## config.mk

```make
export PLATFORM = sky130hd
export DESIGN_NAME = mscd_ram
export DESIGN_NICKNAME = d
export VERILOG_FILES = /design/src/hdl/mask_shadow_cone_dilation_macros.svh /design/src/hdl/mscd_ram.sv
export SDC_FILE = /design/constraint.sdc
export NUM_CORES = 2
export LEC_CHECK = 0
export BUFFER_PORTS_ARGS = -buffer_cell sky130_fd_sc_hd__buf_2
export CAP_MARGIN = 15
export CORE_MARGIN = 2
export CORE_UTILIZATION = 40
export DETAILED_ROUTE_END_ITERATION = 7
export HOLD_SLACK_MARGIN = 0.15
export PLACE_DENSITY = 0.59
export SYNTH_ARGS = -nofsm -noshare
export SYNTH_HDL_FRONTEND = slang
export SYNTH_SLANG_ARGS = --single-unit
```

## constraint.sdc

```tcl
create_clock -name clk -period 3.64 [get_ports clk]
set_input_delay 0 -clock clk [delete_from_list [all_inputs] [get_ports clk]]
set_output_delay 0 -clock clk [all_outputs]
set_load 0.01 [all_outputs]
```

## src/hdl/mask_shadow_cone_dilation_macros.svh

```systemverilog
// ----------------------------------------------------------------------------
// Mask shadow cone dilation: assertion macros
// Concurrent checks on clk, disabled while arst_n is low; empty in synthesis.
// ----------------------------------------------------------------------------
`ifndef MASK_SHADOW_CONE_DILATION_MACROS_SVH
`define MASK_SHADOW_CONE_DILATION_MACROS_SVH
`ifndef SYNTHESIS
// Same-cycle implication.
`define MSCD_ASSERT_IMP(lbl, ante, cons, msg) \
	lbl: assert property (@(posedge clk) disable iff (!arst_n) (ante) |-> (cons)) \
		else $error(msg);
// Next-cycle implication.
`define MSCD_ASSERT_NXT(lbl, ante, cons, msg) \
	lbl: assert property (@(posedge clk) disable iff (!arst_n) (ante) |=> (cons)) \
		else $error(msg);
`else
`define MSCD_ASSERT_IMP(lbl, ante, cons, msg)
`define MSCD_ASSERT_NXT(lbl, ante, cons, msg)
`endif
`endif

```

## src/hdl/mscd_ram.sv

```systemverilog
// ----------------------------------------------------------------------------
// Generic RAM
// One write port and one read port; read data is registered.
// ----------------------------------------------------------------------------
module mscd_ram #(
	parameter int WIDTH = 8,
	parameter int DEPTH = 256
) (
	input  logic                                      clk,
	input  logic                                      we,
	input  logic [((DEPTH > 1) ? $clog2(DEPTH) : 1)-1:0] waddr,
	input  logic [WIDTH-1:0]                          wdata,
	input  logic                                      re,
	input  logic [((DEPTH > 1) ? $clog2(DEPTH) : 1)-1:0] raddr,
	output logic [WIDTH-1:0]                          rdata
);

	logic [WIDTH-1:0] mem [DEPTH];

	// Write port.
	always_ff @(posedge clk) begin
		if (we) begin
			mem[waddr] <= wdata;
		end
	end

	// Registered read port.
	always_ff @(posedge clk) begin
		if (re) begin
			rdata <= mem[raddr];
		end
	end

endmodule

```

* After elaboration in Yosys (flattened, before gate mapping)
Memory sizes are Yosys's and may differ from the RTL's. A register that Yosys moved wholly into a read port is not among the register bits.
Index checks and enable logic that the tools add are counted.
** Cells by class
- Add/subtract/negate cells :: 0
- $mul :: 0
- Div/mod/pow operators :: 0
- $lt $le $gt $ge :: 0
- Equality and inequality tests :: 0
- Shift-type cells :: 0
- Muxes and demuxes :: 2
- Bitwise logic cells :: 0
- Reduce and logical (&&, ||, !) cells :: 0
** Operators by type and width (number)
- two-way mux 1 bit :: 2
** Word-level totals
- Register bits after elaboration :: 0
- Bits in latches :: 0
- Bits in writable memories :: 2048
- Memory bits (read-only) :: 0
- Input port bits :: 27
- Output and inout bits :: 8
- Logic and storage cells :: 3
- Memories :: 1
** Memories
- mem :: depth 256, bits a word 8, rd ports 1, clocked after Yosys merged registers in 1, wr ports 1, line mscd_ram.sv:18 : logic [WIDTH-1:0] mem [DEPTH];

* Depth between registers and ports, before layout
- Depth after elaboration :: 2
- Mapped depth :: 11
- Gate-level depth less buffers :: 6

* Worst setup path after synthesis
OpenSTA, ideal clock, no wires.
- Kind :: input to register
- Start :: in raddr[0] (netlist name)
- End :: reg rdata[2] (read register of mem), data pin
- Library setup time :: 0.269 ns
- Arrival time :: 1.807 ns
- Required time :: 3.371 ns
- Setup slack :: 1.564 ns
- Stages on the path :: 9
- Cells stage by stage :: buf_6 -> buf_12 -> buf_8 -> buf_2 -> mux4_2 -> a22oi_1 -> a21oi_1 -> nor4_1 -> nor4_2
** RTL lines
- start, declared :: line mscd_ram.sv:14 : input logic [((DEPTH > 1) ? $clog2(DEPTH) : 1)-1:0] raddr,
- end, declared :: line mscd_ram.sv:15 : output logic [WIDTH-1:0] rdata

==> impl_metrics.env <==
export IMPL_cp_start_kind="register"
export IMPL_hold_violations=0
export IMPL_synth_seq_area_share_pct=77.53
export IMPL_setup_tns_ns=0
export IMPL_post_drt_wl_per_cell_um=29.89
export IMPL_detail_route_antenna_nets=0
export IMPL_fin_crit_sh_pct=87.52
export IMPL_via_count=39260
export IMPL_period_minus_slack_ns=3.186
export IMPL_max_vdd_ir_drop_uv=501.7
export IMPL_first_pass_iters=5
export IMPL_r2r_start="mem[83][3]$_DFFE_PP_"
export IMPL_grt_pass1_wl_um=291500
export IMPL_synth_top_cell_area_share_pct=77.53
export IMPL_drv_cap=0
export IMPL_p_seq_share_pct=53.5
export IMPL_setup_viol=0
export IMPL_cp_end_kind="register"
export IMPL_cts_buffers=198
export IMPL_synth_most_common_cell="edfxtp_1"
export IMPL_swShare_pct=21.56
export IMPL_root_buffer="clkbuf_16"
export IMPL_gp_congestion=0.8620
export IMPL_clock_skew_ns=0.02801
export IMPL_drcViolationCount=0
export IMPL_r2r_end="rdata[3]$_DFFE_PP_"
export IMPL_hp_start="wdata[0]"
export IMPL_antenna_found_initial=15
export IMPL_drive_gt1_share_pct=25.16
export IMPL_status="complete, no violations"
export IMPL_dieArea_um2=202700
export IMPL_clk_latency_ns=0.84
export IMPL_wl_um=204100
export IMPL_syn_area_per_cell_um2=21.33
export IMPL_clk_pin_slew_ns=0.06
export IMPL_finalPower_w=0.04889
export IMPL_synthArstFlopShare_pct=0
export IMPL_synth_area_um2=79640
export IMPL_max_freq_ghz=0.3139
export IMPL_via_per_inst=5.750
export IMPL_cts_max_level=4
export IMPL_core_region_area_um2=197600
export IMPL_cts_num_sinks=2056
export IMPL_ios=35
export IMPL_synth_commonest_cells="2056 x edfxtp_1, 454 x mux4_2, 282 x nor2_1"
export IMPL_p_int_w=0.03835
export IMPL_synth_warnings=0
export IMPL_timing_slew_headroom_pct=5.950
export IMPL_start_util_pct=40.30
export IMPL_power_frac_clock_pct=41.5
export IMPL_r2r_cells=7
export IMPL_synth_edf_count=2056
export IMPL_drv_slew=0
export IMPL_yosys_most_used_dff="edfxtp_1"
export IMPL_p_comb_share_pct=5.0
export IMPL_tightest_slew_ns=1.411
export IMPL_worstPathRequired_ns=4.19
export IMPL_drt_iter0_drc=4902
export IMPL_grt_overflow=0
export IMPL_synthCells=3733
export IMPL_grt_max_degree=154
export IMPL_die_h_um=450.2
export IMPL_cts_path_max_buffers=3
export IMPL_rrSetupSlack_ns=0.45
export IMPL_synth_distinct_cells=54
export IMPL_n_fill_cell=16460
export IMPL_hold_path_class="in -> reg"
export IMPL_crit_type="reg -> reg"
export IMPL_grt_usage_pct=20.00
export IMPL_synth_seq_cells=2056
export IMPL_syn_num_nets=3760
export IMPL_synth_area_leaders="edfxtp_1 78%, mux4_2 13%, mux2i_1 1.7%"
export IMPL_postCtsSetupBuffers=0
export IMPL_power_leakage_nw=28.06
export IMPL_cts_tree="done"
export IMPL_powerDensity_nw_per_um2=539.1
export IMPL_grt_pass1_vias=39210
export IMPL_cp_startpoint="mem[83][3]$_DFFE_PP_"
export IMPL_endpoint="rdata[3]$_DFFE_PP_"
export IMPL_rsz0062_at_grt="false"
export IMPL_place_hpwl_um=128500
export IMPL_row_count=163
export IMPL_syn2layout_area_growth_pct=13.89
export IMPL_finalNetCount=4043
export IMPL_critPathMaxFanout=1
export IMPL_portBuffers=34
export IMPL_p_sw_w=0.01054
export IMPL_synth_top_area_cell="edfxtp_1"
export IMPL_arrival_ns=3.74
export IMPL_die_width_um=450.2
==> power groups by stage <==
| stage | Combinational, W | Clock [W] | Sequential, W |
|---|---|---|---|
| 2_1_floorplan | 0.00127 | 0 | 0.0266 |
| 3_3_place_gp | 0.00244 | 0 | 0.0266 |
| 3_5_place_dp | 0.00247 | 0 | 0.0266 |
| 4_1_cts | 0.00249 | 0.0206 | 0.0261 |
| 5_1_grt | 0.00260 | 0.0215 | 0.0261 |
| 6_report | 0.00247 | 0.0203 | 0.0261 |
==> placed cells by master (no fill, tap or decap), drive strengths merged, types with 31 or more instances in the layout <==
cell type / Yosys / final
a22oi: 133 / 133
edfxtp: 2056 / 2056
clkinv: 1 / 99
o221ai: 47 / 47
nand3: 34 / 34
buf: 122 / 293
nor2b: 31 / 31
nor2: 282 / 282
clkbuf: 111 / 240
mux2i: 134 / 134
nand2: 33 / 33
a21oi: 96 / 96
mux4: 456 / 456
==> area by class of cell <==
type / instances / area (µm²) / share of cell area (%)
antenna: 6 / 15.01 / 0.01655
inverter: 2 / 7.507 / 0.008277
timing repair buffer: 316 / 2763 / 3.046
multi-input combinational: 1442 / 16520 / 18.22
clock buffer: 240 / 5155 / 5.684
clock inverter: 126 / 1190 / 1.312
tap: 2640 / 3303 / 3.642
sequential: 2056 / 61740 / 68.07
==> how the worst min path moves through the flow <==
stage | to | slack (ns) | cells after the start
6_report | mem[243][0]$_DFFE_PP_ | 0.19 | 2
5_1_grt | mem[225][0]$_DFFE_PP_ | 0.21 | 2
3_3_place_gp | rdata[5]$_DFFE_PP_ | 0.45 | 1
2_1_floorplan | mem[0][0]$_DFFE_PP_ | 0.1 | 0
3_5_place_dp | rdata[5]$_DFFE_PP_ | 0.45 | 1
4_1_cts | mem[226][0]$_DFFE_PP_ | 0.18 | 2
==> flip-flops by register name (all words and copies together) (netlist names) <==
register / flops
rdata: 8
mem: 2048
==> layer usage <==
metal / vias up / track usage (%) / share of wire [%]
li1: 16310 / - / -
met1: 21040 / 28.55 / 42
met2: 1596 / 31.71 / 48
met3: 311 / 3.524 / 7.7
met4: 4 / 5.542 / 2.5
met5: - / 0 / 0.017
==> cell families after synthesis <==
| group | after synthesis | synth area share (%) |
|---|---|---|
| AO/OA/AOI/OAI | 385 | 3.416 |
| buffers and inverters | 235 | 1.829 |
| flip-flops | 2056 | 77.53 |
| multiplexers | 591 | 14.60 |
| AND/OR/NAND/NOR | 466 | 2.625 |
==> per-stage QoR <==
stage               worst slack, ns  hold slack (ns)  utilization, %  instances  instance area, µm²
floorplan                     1.564          0.09887               -       3733               79640
global placement             0.3259           0.4470           42.56       6433               84100
detailed placement           0.2322           0.4546           42.56       6433               84100
CTS                          0.5632           0.1775           45.89       6822               90680
global route                 0.5036           0.2067           45.89       6825               90690
finish                       0.4543           0.1894           45.89       6828               90690
==> worst max-delay path, cell delays in order, from the launching register on <==
cell	delay [ns]
edfxtp_1	0.35
mux4_2	0.49
a22o_1	0.25
a221oi_1	1.08
buf_4	0.30
o32ai_1	0.13
nor3_1	0.22
nor4_1	0.09
==> what timing repair did <==
action / CTS / global route
resized for setup: 0 / 0
hold endpoints to repair: 2853 / 0
hold buffers: 23 / 0
No activity file was read; power rests on OpenSTA's default activity.
