### src/hdl/mask_shadow_cone_dilation_macros.svh
// ----------------------------------------------------------------------------
// Mask shadow cone dilation: assertion macros
// Concurrent checks on clk, disabled while arst_n is low; empty in synthesis.
// ----------------------------------------------------------------------------
`ifndef MASK_SHADOW_CONE_DILATION_MACROS_SVH
`define MASK_SHADOW_CONE_DILATION_MACROS_SVH
`ifndef SYNTHESIS
// Same-cycle implication.
`define MSCD_ASSERT_IMP(lbl, ante, cons, msg) \
	lbl: assert property (@(posedge clk) disable iff (!arst_n) (ante) |-> (cons)) \
		else $error(msg);
// Next-cycle implication.
`define MSCD_ASSERT_NXT(lbl, ante, cons, msg) \
	lbl: assert property (@(posedge clk) disable iff (!arst_n) (ante) |=> (cons)) \
		else $error(msg);
`else
`define MSCD_ASSERT_IMP(lbl, ante, cons, msg)
`define MSCD_ASSERT_NXT(lbl, ante, cons, msg)
`endif
`endif

### src/hdl/mscd_pkg.sv
// ----------------------------------------------------------------------------
// Mask shadow cone dilation package
// Sizes, operation codes, bus structs and the cone weight table.
// ----------------------------------------------------------------------------
package mscd_pkg;

	// Image bounds and cone radius.
	localparam int MAX_WIDTH  = 256;
	localparam int MAX_HEIGHT = 256;
	localparam int RADIUS     = 8;
	localparam int SPAN       = 2 * RADIUS;
	localparam int FULL_ALPHA = 255;

	// Fixed field widths.
	localparam int ALPHA_W = 8;
	localparam int COORD_W = 8;
	localparam int CFG_W   = 9;

	// Derived widths.
	localparam int XW      = (MAX_WIDTH > 1) ? $clog2(MAX_WIDTH) : 1;
	localparam int YW      = (MAX_HEIGHT > 1) ? $clog2(MAX_HEIGHT) : 1;
	localparam int WDW     = $clog2(MAX_WIDTH + 1);
	localparam int HDW     = $clog2(MAX_HEIGHT + 1);
	localparam int SJW     = $clog2(SPAN);
	localparam int SYW     = ((YW > SJW) ? YW : SJW) + 2;
	localparam int SH_AW   = XW + YW;
	localparam int SH_DEPTH = 2 ** SH_AW;
	localparam int EXT_W   = MAX_WIDTH + 2 * SPAN;
	localparam int EIW     = $clog2(EXT_W);

	// Operation codes.
	typedef enum logic [1:0] {
		OP_WRITE   = 2'd0,
		OP_COMPUTE = 2'd1,
		OP_READ    = 2'd2
	} op_t;

	// Configuration register indexes.
	typedef enum logic {
		REG_WIDTH  = 1'b0,
		REG_HEIGHT = 1'b1
	} reg_idx_t;

	// Source row read request from the compute pipeline.
	typedef struct packed {
		logic          re;
		logic [YW-1:0] addr;
	} src_rd_t;

	// Shadow pixel write from the compute pipeline.
	typedef struct packed {
		logic               we;
		logic [SH_AW-1:0]   addr;
		logic [ALPHA_W-1:0] data;
	} sh_wr_t;

	// Cone weights indexed [dy + RADIUS][dx + RADIUS].
	typedef logic [SPAN-1:0][SPAN-1:0][ALPHA_W-1:0] cone_tab_t;

	// The weight is FULL_ALPHA - k with k the smallest integer such that
	// RADIUS^2 * k^2 >= FULL_ALPHA^2 * d^2; zero at or beyond the radius.
	function automatic cone_tab_t build_cone();
		cone_tab_t tab;
		longint    d2;
		longint    rr;
		longint    lhs;
		longint    kk;
		longint    dx;
		longint    dy;
		tab = '0;
		rr  = longint'(RADIUS) * longint'(RADIUS);
		for (int j = 0; j < SPAN; j++) begin
			for (int i = 0; i < SPAN; i++) begin
				dy  = longint'(j - RADIUS);
				dx  = longint'(i - RADIUS);
				d2  = dx * dx + dy * dy;
				lhs = longint'(FULL_ALPHA) * longint'(FULL_ALPHA) * d2;
				kk  = 0;
				for (int k = 0; k < FULL_ALPHA; k++) begin
					if (rr * longint'(k) * longint'(k) < lhs) begin
						kk = kk + 1;
					end
				end
				if (d2 >= rr) begin
					tab[j][i] = '0;
				end else begin
					tab[j][i] = ALPHA_W'(longint'(FULL_ALPHA) - kk);
				end
			end
		end
		return tab;
	endfunction

	localparam cone_tab_t CONE = build_cone();

endpackage

### src/hdl/mscd_cone_pipe.sv
// ----------------------------------------------------------------------------
// Cone dilation pipeline
// Sweeps the image, reads one source row per window row and folds the
// weighted maximum into each shadow pixel.
// ----------------------------------------------------------------------------
`include "mask_shadow_cone_dilation_macros.svh"

module mscd_cone_pipe (
	input  logic                      clk,
	input  logic                      arst_n,
	input  logic                      start,
	input  logic [mscd_pkg::WDW-1:0]  img_w,
	input  logic [mscd_pkg::HDW-1:0]  img_h,
	output mscd_pkg::src_rd_t         src_rd,
	input  logic [mscd_pkg::MAX_WIDTH-1:0] src_rdata,
	output mscd_pkg::sh_wr_t          sh_wr,
	output logic                      done
);

	import mscd_pkg::*;

	// Sweep counters.
	logic            run_q;
	logic            draining_q;
	logic [XW-1:0]   tx_q;
	logic [YW-1:0]   ty_q;
	logic [SJW-1:0]  j_q;
	logic            last_j;
	logic            last_x;
	logic            last_y;
	logic signed [SYW-1:0] sy;
	logic            row_ok;

	// Stage registers.
	logic              v_s1, v_s2, v_s3;
	logic              first_s1, first_s2, first_s3;
	logic              last_s1, last_s2, last_s3;
	logic              row_ok_s1;
	logic [SJW-1:0]    j_s1, j_s2;
	logic [XW-1:0]     tx_s1, tx_s2, tx_s3;
	logic [YW-1:0]     ty_s1, ty_s2, ty_s3;
	logic [SPAN-1:0]   window_s2;
	logic [ALPHA_W-1:0] rowmax_s3;
	logic [ALPHA_W-1:0] acc_q;

	// Stage logic.
	logic [EXT_W-1:0]   ext_row;
	logic [EIW-1:0]     base;
	logic [SPAN-1:0]    slice;
	logic [SPAN-1:0]    window;
	logic [ALPHA_W-1:0] node [1:2*SPAN-1];
	logic [ALPHA_W-1:0] acc_next;

	// Window row and the source row it reads.
	assign last_j = (j_q == SJW'(SPAN - 1));
	assign last_x = ((32'(tx_q) + 32'd1) == 32'(img_w));
	assign last_y = ((32'(ty_q) + 32'd1) == 32'(img_h));
	assign sy     = signed'(SYW'(ty_q)) + signed'(SYW'(RADIUS)) - signed'(SYW'(j_q));
	assign row_ok = !sy[SYW-1] && (sy < signed'(SYW'(img_h)));

	assign src_rd.re   = run_q && row_ok;
	assign src_rd.addr = sy[YW-1:0];

	// Sweep over rows, columns and window rows.
	always_ff @(posedge clk or negedge arst_n) begin
		if (!arst_n) begin
			run_q      <= 1'b0;
			draining_q <= 1'b0;
			tx_q       <= '0;
			ty_q       <= '0;
			j_q        <= '0;
		end else begin
			if (start) begin
				run_q      <= 1'b1;
				draining_q <= 1'b1;
				tx_q       <= '0;
				ty_q       <= '0;
				j_q        <= '0;
			end else if (run_q) begin
				if (!last_j) begin
					j_q <= j_q + 1'b1;
				end else begin
					j_q <= '0;
					if (!last_x) begin
						tx_q <= tx_q + 1'b1;
					end else begin
						tx_q <= '0;
						if (!last_y) begin
							ty_q <= ty_q + 1'b1;
						end else begin
							run_q <= 1'b0;
						end
					end
				end
			end
			if (done) begin
				draining_q <= 1'b0;
			end
		end
	end

	// Stage valid flags.
	always_ff @(posedge clk or negedge arst_n) begin
		if (!arst_n) begin
			v_s1 <= 1'b0;
			v_s2 <= 1'b0;
			v_s3 <= 1'b0;
		end else begin
			v_s1 <= run_q;
			v_s2 <= v_s1;
			v_s3 <= v_s2;
		end
	end

	// Stage payloads.
	always_ff @(posedge clk) begin
		first_s1  <= (j_q == '0);
		last_s1   <= last_j;
		row_ok_s1 <= row_ok;
		j_s1      <= j_q;
		tx_s1     <= tx_q;
		ty_s1     <= ty_q;

		first_s2  <= first_s1;
		last_s2   <= last_s1;
		j_s2      <= j_s1;
		tx_s2     <= tx_s1;
		ty_s2     <= ty_s1;
		window_s2 <= window;

		first_s3  <= first_s2;
		last_s3   <= last_s2;
		tx_s3     <= tx_s2;
		ty_s3     <= ty_s2;
		rowmax_s3 <= node[1];
	end

	// Stage 1: cut the window columns out of the source row, masked to the image.
	assign ext_row = {{SPAN{1'b0}}, src_rdata, {SPAN{1'b0}}};
	assign base    = EIW'(tx_s1) + EIW'(RADIUS + 1);
	assign slice   = ext_row[base +: SPAN];

	always_comb begin
		for (int m = 0; m < SPAN; m++) begin
			window[m] = slice[m] && row_ok_s1 &&
				((32'(tx_s1) + 32'(m) + 32'd1) < (32'(img_w) + 32'(RADIUS)));
		end
	end

	// Stage 2: weigh each present source and take the maximum through a tree.
	always_comb begin
		for (int m = 0; m < SPAN; m++) begin
			node[SPAN + m] = window_s2[m] ? CONE[j_s2][SPAN - 1 - m] : '0;
		end
		for (int n = SPAN - 1; n >= 1; n--) begin
			node[n] = (node[2 * n] > node[2 * n + 1]) ? node[2 * n] : node[2 * n + 1];
		end
	end

	// Stage 3: fold the row maximum into the pixel and write it on the last row.
	assign acc_next = first_s3 ? rowmax_s3 : ((rowmax_s3 > acc_q) ? rowmax_s3 : acc_q);

	always_ff @(posedge clk) begin
		if (v_s3) begin
			acc_q <= acc_next;
		end
	end

	assign sh_wr.we   = v_s3 && last_s3;
	assign sh_wr.addr = {ty_s3, tx_s3};
	assign sh_wr.data = acc_next;

	// The sweep is finished once the last pixel has left the pipeline.
	assign done = draining_q && !run_q && !v_s1 && !v_s2 && !v_s3;

	`MSCD_ASSERT_IMP(a_wr_in_image, sh_wr.we, (32'(tx_s3) < 32'(img_w)) && (32'(ty_s3) < 32'(img_h)), "shadow write outside the image")
	`MSCD_ASSERT_IMP(a_no_restart, start, !draining_q, "compute started while a sweep runs")
	`MSCD_ASSERT_NXT(a_start_runs, start, run_q, "sweep did not begin after start")

endmodule

### config.mk
export PLATFORM = sky130hd
export DESIGN_NAME = mscd_cone_pipe
export DESIGN_NICKNAME = d
export VERILOG_FILES = /design/src/hdl/mscd_pkg.sv /design/src/hdl/mscd_cone_pipe.sv
export VERILOG_INCLUDE_DIRS = /design/src /design/src/hdl
export SDC_FILE = /design/constraint.sdc
export NUM_CORES = 1
export LEC_CHECK = 0
export ABC_AREA = 1
export BUFFER_PORTS_ARGS = -buffer_cell sky130_fd_sc_hd__buf_2
export CAP_MARGIN = 40
export CORE_ASPECT_RATIO = 1.5
export CORE_MARGIN = 3
export CORE_UTILIZATION = 56
export DETAILED_ROUTE_END_ITERATION = 6
export PLACE_DENSITY = 0.8
export SLEW_MARGIN = 20
export SYNTH_ARGS = -nofsm -noshare
export SYNTH_HDL_FRONTEND = slang
export SYNTH_SLANG_ARGS = --single-unit
export TNS_END_PERCENT = 100
### constraint.sdc
create_clock -name clk -period 5.59 [get_ports clk]
set_input_delay 1.3975 -clock clk [delete_from_list [all_inputs] [get_ports clk]]
set_output_delay 1.3975 -clock clk [all_outputs]
set_load 0.02 [all_outputs]
## Word-level counts from Yosys, hierarchy flattened

Memory sizes are Yosys's and may differ from the RTL's. A register that Yosys moved wholly into a read port is not among the register bits.
Cells that the tools add are included.

- Flip-flop bits (word level): 120
- Bits in latches: 0
- Bits in writable memories: 0
- Bits in read-only memories: 2048
- Input port bits: 277
- Output and inout port bits: 35
- Word-level logic and storage cells: 209
- Memories kept: 1

- $add $sub $neg: 39
- $mul: 0
- Divide/modulo/power cells: 0
- Order comparisons: 34
- Equality and inequality tests: 4
- Shift operators: 1
- Muxes and demuxes: 53
- Bitwise gates (word level): 0
- Reduce and logical (&&, ||, !) cells: 51

Memories:

| memory | words | width | read ports | clocked after memory_dff | write ports | line | RTL |
|---|---|---|---|---|---|---|---|
| (no name shown) | 16 | 128 | 1 | 1 | 0 | mscd_cone_pipe.sv:153 | `node[SPAN + m] = window_s2[m] ? CONE[j_s2][SPAN - 1 - m] : '0;` |

Operators with widths:

| kind | number |
|---|---|
| < comparator 10 x 32 -> 1 bit | 14 |
| 2-to-1 mux 8 bit | 42 |
| variable part select 288 x 10 -> 16 bit | 1 |
| adder 9 x 1 -> 10 bit (second input constant) | 15 |
| > comparator 8 bit | 16 |
| 2-to-1 mux 128 bit | 1 |
| adder 8 x 4 -> 9 bit (second input constant) | 10 |
| logical AND 1 bit | 39 |
| adder 8 x 3 -> 9 bit (second input constant) | 4 |
| < comparator 32 bit | 1 |
| adder 8 x 1 -> 9 bit (second input constant) | 3 |
| < comparator 10 bit | 2 |
| adder 8 x 2 -> 9 bit (second input constant) | 2 |
| == test 9 bit | 2 |
| adder 8 x 1 -> 8 bit (second input constant) | 2 |
| 2-to-1 mux 4 bit | 3 |
| adder 9 x 4 -> 10 bit (second input constant) | 1 |
| subtractor 9 x 4 -> 10 bit | 1 |
| nonzero test 2 bit | 4 |
| 2-to-1 mux 1 bit | 7 |
| logical NOT 1 bit | 5 |
| < comparator 4 x 5 -> 1 bit (second input constant) | 1 |
| adder 4 x 1 -> 4 bit (second input constant) | 1 |
| == test 4 bit (second input constant) | 1 |
| 4 further kinds | 4 |

## Logic depth before layout (Yosys ltp)

- Depth in word-level cells: 11
- Mapped depth: 48
- Gate-level depth less buffers: 45

## Worst setup path before layout

OpenSTA, ideal clock, no wires.

- Path kind: reg-to-reg
- Start point: reg (tool-made name)
- End point: reg rowmax_s3[1]
- Setup time: 114 ps
- Arrival time: 5976 ps
- Required time: 5476 ps
- Setup slack: -500 ps
- Stages on the path, launching flop included: 42
- Path buffers: 2
- Clock period less this slack: 6090 ps
- Cells stage by stage: dfxtp_1 clkbuf_1 nand2_1 inv_1 ha_1 nand2_1 nor2_1 a211oi_1 nor2_1 o21ai_1 a21oi_1 ha_1 inv_1 nor2_1 nor2_1 o21ai_0 nand2_1 a32oi_1 [... 6 more ...] o21bai_1 a21o_1 a21oi_1 o21ai_0 a21oi_1 a41oi_1 nand4_1 and2_1 ha_1 inv_1 nor2_1 nor2_1 o21ai_0 nand2_1 a21oi_2 inv_1 nand3_1 nand2_1

RTL lines:

| item | line | RTL |
|---|---|---|
| to (signal assigned) | mscd_cone_pipe.sv:135 | `rowmax_s3 <= node[1];` |
| to (decl) | mscd_cone_pipe.sv:43 | `logic [ALPHA_W-1:0] rowmax_s3;` |

==> out/results.tsv <==
stage	metric	value	unit
timing	setup_ws	-0.567	ns
timing	holdWs	0.325	ns
cells_and_area	area_growth	21.6	%
cells_and_area	antenna_cells	0	
clock_network	clock_sinks	153	
global_route	grtUsageMet2	0.689	
route	drt_pre_antenna_iters	7	
floorplanning	start_util	0.570	
synthesis	yosysWarnings	0	
setup_path	cp.arrival	6.50	ns
clock_network	cts_buffers	17	
timing	final_period_minus_worst_setup_slack	6.16	ns
cells_and_area	mostFrequentLayoutCell	nand2_1	
global_route	grt_util_met3	0.0791	
clock_network	cts_tree	yes	
power	finalPower	25.4	mW
route	postRouteAntennaNets	0	
power	vdd_drop_max	2.65	mV
clock_network	cts_buffer_depth	2	
setup_path	critPathRequiredTime	5.93	ns
timing	clock.fmax	162	MHz
global_route	antenna_found_initial	3	
setup_path	cp_max_fo	7	
floorplanning	rows	95	
floorplanning	die_area	48500	um2
global_route	gr-total-overflow	0	
power	comb_power_share	0.888	
floorplanning	die_h	268	um
run_status	status	finished, violations left	
cells_and_area	stdcell_count	5439	
timing	slew_violations	0	
power	p_sw_frac	0.513	
timing	rsz0062_at_grt	yes	
timing	hold_violations	0	
floorplanning	coreArea	45000	um2
cells_and_area	nFillCells	4061	
route	wl_per_cell	20.3	um
clock_network	cts_max_level	4	
setup_path	cp-start-kind	register	
timing	worst_slew_pin_slew	0.999	ns
power	power_frac_clock	0.049	
route	via_per_inst	6.26	
synthesis	async_flop_share	0.163	
cells_and_area	final_util	0.694	
route	vias	34100	
setup_path	cpPeakStageDelay	0.34	ns
timing	post-route-period-util	1.10	
clock_network	root_buffer	clkbuf_16	
power	cellLeakagePower	15.8	nW
global_route	busiest_layer	met2	
global_route	grt_pass1_vias	30900	
cells_and_area	drive_gt1_frac	0.207	
route	totalWireLength	110	mm
synthesis	ys_ff_latch	153	
synthesis	synth-seq-area-share	0.127	
place	place_congestion	1.11	
timing	fin_worst_skew	0.00831	ns
synthesis	syn_nets	5036	
floorplanning	num_io_pins	312	
place	placed_cells	5339	
setup_path	slowest_stage	ha_1	
place	place_hpwl	79.2	mm
synthesis	synth_enable_flop_cells	8	
run_status	violations	design-rule violations, negative setup slack	
place	portBuffers	311	
global_route	gr-usage-met1	0.453	
global_route	grt_max_degree	175	
cells_and_area	num-nets-final	5381	
synthesis	syn_area	25700	um2
global_route	grt_pass1_wl	161	mm
power	p_seq_frac	0.063	
global_route	track_usage	0.410	
clock_network	hold_buffers	0	
run	cap_violations	0	
setup_path	crit_path_end_kind	register	
power	power.density	813	nW/um2
power	power.switching	13.0	mW
timing	maxSlewHeadroom	0.327	
power	p_int	12.4	mW
route	drtIter0Drc	4140	
cells_and_area	most-common-layout-cells	nand2_1 (1383), o21ai_0 (560), nand3_1 (416)	
setup_path	crit_type	reg2reg	
timing	setup_viol	8	
floorplanning	die_w	181	um
route	drc	22	
synthesis	synth_top_flop_cell	dfxtp_1	
synthesis	postSynthAreaPerCell	5.71	um2
synthesis	synth_cell_type_count	65	
clock_network	clk_latency	0.45	ns
clock_network	clk_pin_slew	0.07	ns
min_path	hold_path_class	reg2reg	
synthesis	synthCells	4499	
==> logic make-up after synthesis <==
kind of cell | count (synthesis) | synth area share
xor gates and xnor gates | 91 | 0.0310
DFF | 153 | 0.127
muxes | 37 | 0.0144
adders and majority gates | 260 | 0.127
other | 1 | 0.000146
AOI/OAI and AO/OA | 1080 | 0.237
and+or+nand+nor | 2290 | 0.372
buffers and inverters | 587 | 0.0910
==> synth_stat cells, types with 29 or more instances <==
cell	instances	area (um2)
nand2_1	1442	5410
o21ai_0	592	2960
nand3_1	429	2150
inv_1	289	1080
nor2_1	268	1010
ha_1	259	3240
a21oi_1	182	911
clkbuf_1	160	601
dfxtp_1	120	2400
xor2_1	77	674
buf_2	76	380
o211ai_1	72	541
buf_1	46	173
nand4_1	43	269
o21ai_1	41	205
o22ai_1	39	244
mux2i_1	37	370
or2_2	33	206
a31oi_1	29	181
==> per-layer routing <==
layer,vias to the layer above,wire [um],part of all wire
met5,-,0,0
li1,15900,-,-
met2,2277,50000,0.45
met3,702,10900,0.098
met4,0,11400,0.10
met1,15200,38200,0.35
==> final timing paths <==
| kind | from | end | slack, ns | cells past startpoint |
|---|---|---|---|---|
| hold / removal | ty_s1[6]$_DFF_P_ | ty_s2[6]$_DFF_P_ | 0.33 | 0 |
| setup reg to reg | register | rowmax_s3[1]$_DFF_P_ | -0.57 | 38 |
| setup / recovery | register | rowmax_s3[1]$_DFF_P_ | -0.57 | 38 |
| min in group asynchronous | arst_n | tx_q[1]$_DFFE_PN0P_ | 0.94 | 1 |
| max in group asynchronous | arst_n | v_s3$_DFF_PN0_ | 4.26 | 1 |
| hold reg to reg | ty_s1[6]$_DFF_P_ | ty_s2[6]$_DFF_P_ | 0.33 | 0 |
==> power groups by stage <==
| stage | registers (mW) | clock network, mW | logic (mW) |
|---|---|---|---|
| 2_1_floorplan | 1.48 | 0 | 9.23 |
| 3_3_place_gp | 1.59 | 0 | 14.4 |
| 3_5_place_dp | 1.59 | 0 | 14.5 |
| 4_1_cts | 1.57 | 1.23 | 18.5 |
| 5_1_grt | 1.61 | 1.28 | 24.1 |
| 6_report | 1.60 | 1.24 | 22.6 |
==> worst max-delay path, delay by kind of cell (launching register included) <==
| family | cells | cell delay (ns) |
|---|---|---|
| AOI/OAI and AO/OA | 11 | 1.96 |
| and+or+nand+nor | 15 | 1.51 |
| adders and majority gates | 4 | 1.13 |
| buffers and inverters | 8 | 1.12 |
| DFF | 1 | 0.32 |
==> through the flow <==
stage,worst slack (ns),cell area [um2],TNS [ns]
finish,-0.567,31200,-4.35
global route,-0.680,31200,-5.28
global placement,-0.249,28600,-1.92
CTS,-0.0489,30200,-0.309
detailed placement,-0.479,28700,-3.79
floorplan,0.00425,25700,0
==> repair_timing <==
item | 4_1_cts | 5_1_grt
gates resized for setup | 187 | 189
pin swaps | 91 | 110
setup buffers | 35 | 27
endpoints found under the setup margin | 8 | 9
cloned | 3 | 0
==> cell type report <==
type                    instances  area [um2]  area share
clock buffers                  18         439      0.0141
multi-input cells            3759       21400       0.683
clock inverters                14         171     0.00549
repair inverters                3        22.5    0.000721
repair buffers                612        4030       0.129
well taps                     582         728      0.0233
inverters                     298        1150      0.0369
flip-flops and latches        153        3360       0.107
Note: power is estimated with default switching activity, not from simulation.
